[config.mk]
export PLATFORM = sky130hd
export DESIGN_NAME = rrf_out_queue
export DESIGN_NICKNAME = d
export VERILOG_FILES = /design/src/hw/rtl/rrf_pkg.sv /design/src/hw/rtl/rrf_out_queue.sv
export SDC_FILE = /design/constraint.sdc
export NUM_CORES = 1
export LEC_CHECK = 0
export ABC_AREA = 0
export BUFFER_PORTS_ARGS = -buffer_cell sky130_fd_sc_hd__buf_2
export CAP_MARGIN = 5
export CELL_PAD_IN_SITES_DETAIL_PLACEMENT = 0
export CELL_PAD_IN_SITES_GLOBAL_PLACEMENT = 1
export CORE_AREA = 2 2 154 81
export CTS_CLUSTER_DIAMETER = 30
export CTS_CLUSTER_SIZE = 16
export DETAILED_ROUTE_END_ITERATION = 16
export DIE_AREA = 0 0 156 83
export PLACE_DENSITY = 0.84
export SYNTH_ARGS = -nofsm -noshare
export SYNTH_HDL_FRONTEND = slang
export SYNTH_SLANG_ARGS = --single-unit
[constraint.sdc]
create_clock -name i_clk -period 1.57 [get_ports i_clk]
set_input_delay 0.0785 -clock i_clk [delete_from_list [all_inputs] [get_ports i_clk]]
set_output_delay 0.0785 -clock i_clk [all_outputs]
set_load 0.02 [all_outputs]
[src/hw/rtl/rrf_pkg.sv]
// Shared types and constants for the register rename unit.
// Holds the request and response structs, the operation codes and the
// internal write-port structs. Depends on nothing.
`default_nettype none

package rrf_pkg;

    localparam int ARCH_REGISTERS = 32;
    localparam int WINDOW_ENTRIES = 512;
    localparam int PHYS_REGS      = ARCH_REGISTERS + WINDOW_ENTRIES;
    localparam int ARCH_W         = $clog2(ARCH_REGISTERS);
    localparam int PHYS_W         = $clog2(PHYS_REGS);
    localparam int FIELD_W        = 10;
    localparam int ARCH_FIELD_W   = 5;
    localparam int OQ_DEPTH       = 4;
    localparam int OQ_PW          = $clog2(OQ_DEPTH);
    localparam int OQ_W           = $clog2(OQ_DEPTH + 1);

    localparam logic [FIELD_W-1:0] NO_DEST    = FIELD_W'(PHYS_REGS);
    localparam logic [FIELD_W-1:0] PHYS_LIMIT = FIELD_W'(PHYS_REGS);

    typedef enum logic [1:0] {
        OP_RENAME     = 2'd0,
        OP_MARK_READY = 2'd1,
        OP_CHECK      = 2'd2
    } t_op;

    typedef struct packed {
        logic [1:0]              operation;
        logic [ARCH_FIELD_W-1:0] source_a;
        logic [ARCH_FIELD_W-1:0] source_b;
        logic [ARCH_FIELD_W-1:0] dest_arch;
        logic                    has_dest;
        logic [FIELD_W-1:0]      query_phys_a;
        logic [FIELD_W-1:0]      query_phys_b;
    } t_req;

    typedef struct packed {
        logic [FIELD_W-1:0] mapped_a;
        logic [FIELD_W-1:0] mapped_b;
        logic [FIELD_W-1:0] mapped_dest;
        logic               ready_a;
        logic               ready_b;
    } t_resp;

    typedef struct packed {
        logic              vld;
        logic [ARCH_W-1:0] addr;
        logic [PHYS_W-1:0] data;
    } t_map_wr;

    typedef struct packed {
        logic              vld;
        logic [PHYS_W-1:0] addr;
        logic              val;
    } t_rdy_wr;

    typedef struct packed {
        logic              vld;
        logic [PHYS_W-1:0] addr;
        logic [PHYS_W-1:0] data;
    } t_fl_init;

    typedef struct packed {
        logic              push;
        logic [PHYS_W-1:0] push_data;
        logic              pop;
    } t_fl_ctl;

endpackage

`default_nettype wire

[src/hw/rtl/rrf_out_queue.sv]
// Small response queue in front of the output channel.
// Its space is reserved when a request is accepted. Depends on rrf_pkg.
`default_nettype none

module rrf_out_queue (
    input  wire                     i_clk,
    input  wire                     i_rst_n,
    input  wire                     i_push,
    input  wire rrf_pkg::t_resp     i_data,
    input  wire                     i_pop,
    output logic                    o_valid,
    output rrf_pkg::t_resp          o_data,
    output logic                    o_full
);
    import rrf_pkg::*;

    t_resp            r_mem [OQ_DEPTH];
    logic [OQ_PW-1:0] r_wp;
    logic [OQ_PW-1:0] r_rp;
    logic [OQ_W-1:0]  r_cnt;
    logic [OQ_W-1:0]  n_cnt;

    function automatic logic [OQ_PW-1:0] qp_inc(input logic [OQ_PW-1:0] p);
        qp_inc = (p == OQ_PW'(OQ_DEPTH - 1)) ? '0 : p + OQ_PW'(1);
    endfunction

    always_comb begin
        n_cnt = r_cnt + OQ_W'(i_push) - OQ_W'(i_pop);
    end

    always_ff @(posedge i_clk) begin
        if (!i_rst_n) begin
            r_wp  <= '0;
            r_rp  <= '0;
            r_cnt <= '0;
        end else begin
            if (i_push) begin
                r_wp <= qp_inc(r_wp);
            end
            if (i_pop) begin
                r_rp <= qp_inc(r_rp);
            end
            r_cnt <= n_cnt;
        end
    end

    always_ff @(posedge i_clk) begin
        if (i_push) begin
            r_mem[r_wp] <= i_data;
        end
    end

    assign o_valid = (r_cnt != '0);
    assign o_data  = r_mem[r_rp];
    assign o_full  = (r_cnt == OQ_W'(OQ_DEPTH));

endmodule

`default_nettype wire

* Word-level counts from Yosys, hierarchy flattened
Memory sizes are Yosys's and may differ from the RTL's. A register that Yosys moved wholly into a read port is not among the register bits. Cells that the tools add are included.
Word-level totals: memory bits (writable) 128, memories kept 1, logic and storage cells 18, output and inout bits 34, input bits 36, flip-flop bits (word level) 7
Operators by class: reduce and logical (&&, ||, !) cells 1, eq/ne operators 3, add/sub/neg operators 4, multiplexer cells 6
Memory list:
- r_mem | words 4, bits a word 32, rd ports 1, clocked after memory_dff 1, write ports 1, RTL line rrf_out_queue.sv:17 | t_resp r_mem [OQ_DEPTH];
Operators by type and width (count):
- 2-to-1 mux 2 bit | 4
- adder 2 x 1 -> 2 bit, second input constant | 2
- == test 2 bit, second input constant | 2
- adder 3 x 1 -> 3 bit | 1
- == test 3 bit, second input constant | 1
- nonzero test 3 bit | 1
- subtractor 3 x 1 -> 3 bit | 1
- 2-to-1 mux 1 bit | 2

* Longest topological paths before layout
Gate-level depths: netlist of the first run.
depth in word-level cells 4, gate-level depth with buffers 7, mapped depth without buffers 7

* Least setup slack after synthesis of the first run
OpenSTA, ideal clock, no wires.
path type reg-to-reg, start register r_wp[0], end memory r_mem[2][0] (netlist bit), enable pin, arrival time 1.327 ns, stages on the path, launching flop included 4, path buffers 0, data required time 1.178 ns, setup slack -0.149 ns, setup time 0.392 ns, cells stage by stage dfxtp_1 inv_1 ha_1 and2_1
RTL lines:
- from (decl) | RTL line rrf_out_queue.sv:18 | logic [OQ_PW-1:0] r_wp;
- from (signal assigned) | RTL line rrf_out_queue.sv:38 | r_wp <= qp_inc(r_wp);
- to (decl) | RTL line rrf_out_queue.sv:17
No word-level cell before the write port.

==> results.yml, run 1 <==
die:
  die_area_um2: 12900
  fp.coreArea_um2: 11500
  num_rows: 28
  num_io_pins: 70
  initial_core_util_pct: 44.4
  die_h_um: 83
  die_w_um: 156
routing:
  vias: 2516
  via_per_inst: 5.02
  antenna_left: 0
  drc: 0
  wl_met2_um: 4380
  wl_met3_um: 576
  dr.max_layer_used: "met4"
  wire_per_inst_um: 18.8
  drt_iter0_drc: 128
  first_pass_iters: 4
  wl_um: 9420
  met1_length_um: 4370
place:
  hpwl_um: 5870
  place_area_um2: 5730
  portBuffers: 69
  dp_slack_ns: -0.0160
  gp_congestion: 0.676
synth:
  synth_nets: 255
  avgSynthCellArea_um2: 24.3
  seq_area_frac_synth_pct: 78.6
  syn_area_um2: 5120
  synth_warnings: 0
  synth.distinct_cells: 19
  ys_ff_latch: 137
  netlist_instances: 211
clocking:
  cts_buffers: 17
  cts.sinks: 137
  clkLatencyLatePin_ns: 0.41
  cts_buffer_depth: 2
  cts_tree: "done"
  clk_pin_slew_ns: 0.05
  cts_setup_buffers: 0
  htreeDepth: 4
  cts-root-buf: "clkbuf_16"
power_and_ir_drop:
  powerDensity_nw_per_um2: 1370
  power_frac_seq_pct: 45.8
  p_clk_share_pct: 43.2
  p_sw_share_pct: 22.2
  power.switching_w: 0.00205
  p_int_w: 0.00718
  ir_drop_mv: 0.799
  comb_power_share_pct: 11.1
  p_leak_nw: 2.41
timing:
  finalSetupViolCount: 32
  clock.fmax_mhz: 565
  fin_crit_sh_pct: 113
  tightest_slew_ns: 0.385
  skew_ns: 0.00800
  setup_ws_ns: -0.201
  drv_slew: 0
  fin_crit_ns: 1.77
  slew_headroom_pct: 74.3
  finalHoldViolations: 0
  rsz0062_at_grt: "yes"
status:
  outcome: "finished with violations"
  violations: "setup timing"
grt:
  grt_max_degree: 25
  grt_use_total_pct: 15.8
  gr-total-overflow: 0
  grt_pass1_vias: 2727
  grt_pass1_wl_um: 14800
  antenna_found_initial: 0
run:
  cap_violations: 0
finish:
  final_cell_area_um2: 6750
  syn_to_final_growth_pct: 32.0
  n_antenna_cell: 0
  drive_gt1_share_pct: 44.2
  fin_util_pct: 58.6
  fillers: 831
  nNetsFinal: 382
worst_setup_path:
  cp-start-kind: "flip-flop"
  crit_type: "reg -> out"
  critPathArrivalTime_ns: 1.69
  required_ns: 1.49
  cp_max_fo: 13
  cp-end-kind: "primary output"
min_path:
  hold_path.class: "in -> reg"
## final timing paths
kind / from / to / slack, ns / cells after the start
setup / recovery: flip-flop / o_data[6] / -0.20 / 3
hold / removal: i_push / r_wp[1] / 0.03 / 3
setup reg to reg: r_cnt[0] / r_cnt[1] / 0.06 / 6
hold reg to reg: r_rp[0] / flip-flop / 0.52 / 2
## cells by family after synthesis
kind of cell             share of synthesized area (%)
AO/OA/AOI/OAI                                    0.196
XOR/XNOR                                         0.464
adder cells (fa/ha/maj)                           2.10
buffers and inverters                             2.20
flip-flops                                        78.6
multiplexers                                      14.6
AND/OR/NAND/NOR                                   1.79
## timing repair
item,4_1_cts,5_1_grt
endpoints found under the hold margin,130,0
resized for setup,22,14
setup endpoints to repair,33,34
pin swaps,0,1
hold buffers,33,0
## power groups by stage
stage	logic [W]	registers (W)	clock network (W)
after global placement	0.000881	0.00429	0
after CTS	0.00101	0.00423	0.00407
after floorplan	0.000589	0.00428	0
after global routing	0.00110	0.00424	0.00425
after detailed placement	0.000901	0.00430	0
final	0.00102	0.00422	0.00398
## cell usage in the layout, fill, tap and decap left out
cell,netlist,routed
clkinv_1,0,2
buf_2,3,54
edfxtp_1,128,128
ha_1,7,6
and3_1,1,1
nor2_1,3,3
clkinv_2,0,4
dfxtp_4,0,1
dfxtp_2,0,2
dfxtp_1,9,6
ha_2,0,1
mux2i_1,2,2
inv_6,0,4
a21oi_1,2,2
or3_1,1,1
inv_1,7,7
xor3_1,1,1
dlygate4sd3_1,0,33
clkbuf_16,0,17
or3b_2,2,2
fa_2,0,1
bufinv_16,0,3
nand2b_1,2,2
buf_6,1,15
mux4_2,30,32
and2_2,0,4
clkinv_4,0,2
and2_1,6,2
buf_4,0,8
buf_12,3,5
## stage by stage
stage	total power [W]	hold WS [ns]	TNS, ns	std cells
after CTS	0.00931	0.0159	-5.73	501
after detailed placement	0.00520	0.299	-0.0160	436
final	0.00923	0.0304	-4.63	501
after global routing	0.00959	0.0635	-6.71	501
after global placement	0.00517	0.293	0	436
after floorplan	0.00487	0.177	0	211
## layer usage
metal,vias to the layer above,track usage (%)
met2,79,23.5
met1,1293,21.5
met5,-,0
li1,1134,-
met4,0,4.42
met3,10,6.47
## critical path, cell delays in order, from the launching register on
cell and delay [ns]:
dfxtp_4 0.39, buf_12 0.17, mux4_2 0.56, buf_6 0.16
## Yosys cell counts
master | number | share of area [%]
a21oi_1 | 2 | 0.20
and2_1 | 6 | 0.73
and3_1 | 1 | 0.12
buf_12 | 3 | 1.2
buf_2 | 3 | 0.29
buf_6 | 1 | 0.22
dfxtp_1 | 9 | 3.5
edfxtp_1 | 128 | 75
fa_1 | 1 | 0.39
ha_1 | 7 | 1.7
inv_1 | 7 | 0.51
mux2i_1 | 2 | 0.39
mux4_1 | 2 | 1.0
mux4_2 | 30 | 13
nand2b_1 | 2 | 0.24
nor2_1 | 3 | 0.22
or3_1 | 1 | 0.12
or3b_2 | 2 | 0.34
xor3_1 | 1 | 0.46
## cell type report
type / instances / area (µm²) / area share (%)
tap: 150 / 188 / 2.78
sequential: 137 / 4030 / 59.7
multi-input combinational: 60 / 983 / 14.6
clock buffer: 17 / 425 / 6.30
inverter: 7 / 26.3 / 0.389
timing repair buffer: 115 / 930 / 13.8
clock inverter: 15 / 170 / 2.52
## registers in the layout, indices dropped and copies added, names as in the netlist, named ones only
name	cells
r_cnt	3
r_mem	128
r_rp	2
r_wp	2
(Power assumes the default switching activity.)
==> run 2, diff against run 1 <==
- SKIP_CTS_REPAIR_TIMING: default -> 1
==> results.yml, run 2 (synthesized netlist as in run 1, its figures left out) <==
worst_setup_path:
  r2r_start: "r_cnt[0]"
  cp_max_fo: 13
  cp-end-kind: "primary output"
  cpMaxStageDelayCell: "mux4_2"
  cpPeakStageDelay_ns: 0.54
  crit_type: "reg -> out"
  worstPathCellList: "buf_12 > mux4_2 > buf_2"
  r2r_end: "r_cnt[1]"
  reg2reg_slack_ns: 0.05
  required_ns: 1.49
  reg2regPathDepth: 6
  cp-start-kind: "flip-flop"
  path_delay_family: "multiplexers"
  critPathArrivalTime_ns: 1.69
  cp.buffers_inverters: 2
place:
  dp_slack_ns: -0.0160
  portBuffers: 69
  hpwl_um: 5870
  place_area_um2: 5730
  dp_cells: 436
  gp_congestion: 0.676
finish:
  layout_commonest_cell: "edfxtp_1"
  fin_util_pct: 58.4
  fin_cells: 501
  reg_top3: "r_mem: 128 flops, r_cnt: 3 flops"
  regMostFlops: "r_mem"
  final_cell_area_um2: 6730
  nNetsFinal: 382
  drive_gt1_share_pct: 44.2
  layout_common_cells: "edfxtp_1 (128), buf_2 (57), dlygate4sd3_1 (33), mux4_2 (32), clkbuf_16 (17)"
  largest_reg_flops: 128
  syn_to_final_growth_pct: 31.6
  n_antenna_cell: 0
status:
  outcome: "finished with violations"
  violations: "setup timing"
timing:
  fin_crit_ns: 1.77
  slew_headroom_pct: 74.7
  clock.fmax_mhz: 565
  drv_slew: 0
  finalHoldViolations: 0
  fin_crit_sh_pct: 113
  rsz0062_at_grt: "yes"
  finalSetupViolCount: 32
  setup_ws_ns: -0.200
  tightest_slew_ns: 0.380
  skew_ns: 0.0120
grt:
  grt_pass1_vias: 2574
  grt_use_total_pct: 15.3
  grt_max_degree: 25
  grt_pass1_wl_um: 14300
  antenna_found_initial: 0
  gr-total-overflow: 0
clocking:
  cts-root-buf: "clkbuf_16"
  cts.sinks: 137
  htreeDepth: 4
  clkLatencyLatePin_ns: 0.41
  clk_pin_slew_ns: 0.05
  cts_buffer_depth: 2
  cts_buffers: 17
  cts_tree: "done"
power_and_ir_drop:
  ir_drop_mv: 0.799
  comb_power_share_pct: 10.9
  p_leak_nw: 2.40
  p_int_w: 0.00717
  powerDensity_nw_per_um2: 1370
  power.total_w: 0.00922
  power_frac_seq_pct: 45.8
  p_sw_share_pct: 22.2
  power.switching_w: 0.00205
  p_clk_share_pct: 43.2
routing:
  via_per_inst: 5.01
  first_pass_iters: 4
  drc: 0
  antenna_left: 0
  wire_per_inst_um: 18.8
  wl_um: 9440
  vias: 2508
  drt_iter0_drc: 129
min_path:
  min_from: "i_push"
  hold_path.class: "in -> reg"
  hold_path_depth: 3
  worstHoldEndpoint: "r_wp[1]"
die:
  num_rows: 28
  num_io_pins: 70
  die_h_um: 83
  initial_core_util_pct: 44.4
  die_w_um: 156
  fp.coreArea_um2: 11500
  die_area_um2: 12900
run:
  cap_violations: 0
run 2: worst max path at each step:
stage | slack [ns] | to | cells after the start | startpoint
finish | -0.20 | o_data[6] | 3 | flip-flop
global route | -0.28 | o_data[6] | 3 | flip-flop
CTS | -0.27 | o_data[6] | 3 | flip-flop
detailed placement | -0.02 | r_cnt[2] | 7 | r_cnt[0]
global placement | 0.03 | r_cnt[2] | 7 | r_cnt[0]
floorplan | 0.07 | r_cnt[2] | 7 | r_cnt[0]
run 2: power groups by stage:
stage	clock network, W	logic, W	registers [W]
2_1_floorplan	0	0.000589	0.00428
3_3_place_gp	0	0.000881	0.00429
3_5_place_dp	0	0.000901	0.00430
4_1_cts	0.00407	0.000901	0.00422
5_1_grt	0.00425	0.00109	0.00424
6_report	0.00398	0.00101	0.00422
run 2: cell type report:
cell class,count,area (µm²)
Clock buffer,17,425
Clock inverter,15,170
Fill cell,834,4790
Inverter,7,26.3
Multi-Input combinational cell,60,983
Sequential cell,137,4030
Tap cell,150,188
Timing Repair Buffer,115,911
run 2: metal layers:
layer	track usage [%]	up-vias	share of wire (%)
met4	4.42	0	0.66
met5	0	-	0
li1	-	1135	-
met3	6.99	7	5.7
met2	22.0	76	46
met1	20.9	1290	48
run 2: through the flow:
step	hold WS, ns	setup TNS (ns)
after CTS	-0.131	-7.02
after floorplan	0.177	0
final	0.0340	-4.57
after global placement	0.293	0
after global routing	0.0635	-6.78
after detailed placement	0.299	-0.0160
run 2: worst register-to-register path, cell delays in order (launching register included):
cell,delay [ns]
dfxtp_2,0.32
inv_1,0.04
ha_1,0.26
inv_1,0.06
ha_2,0.17
fa_2,0.42
and2_1,0.14
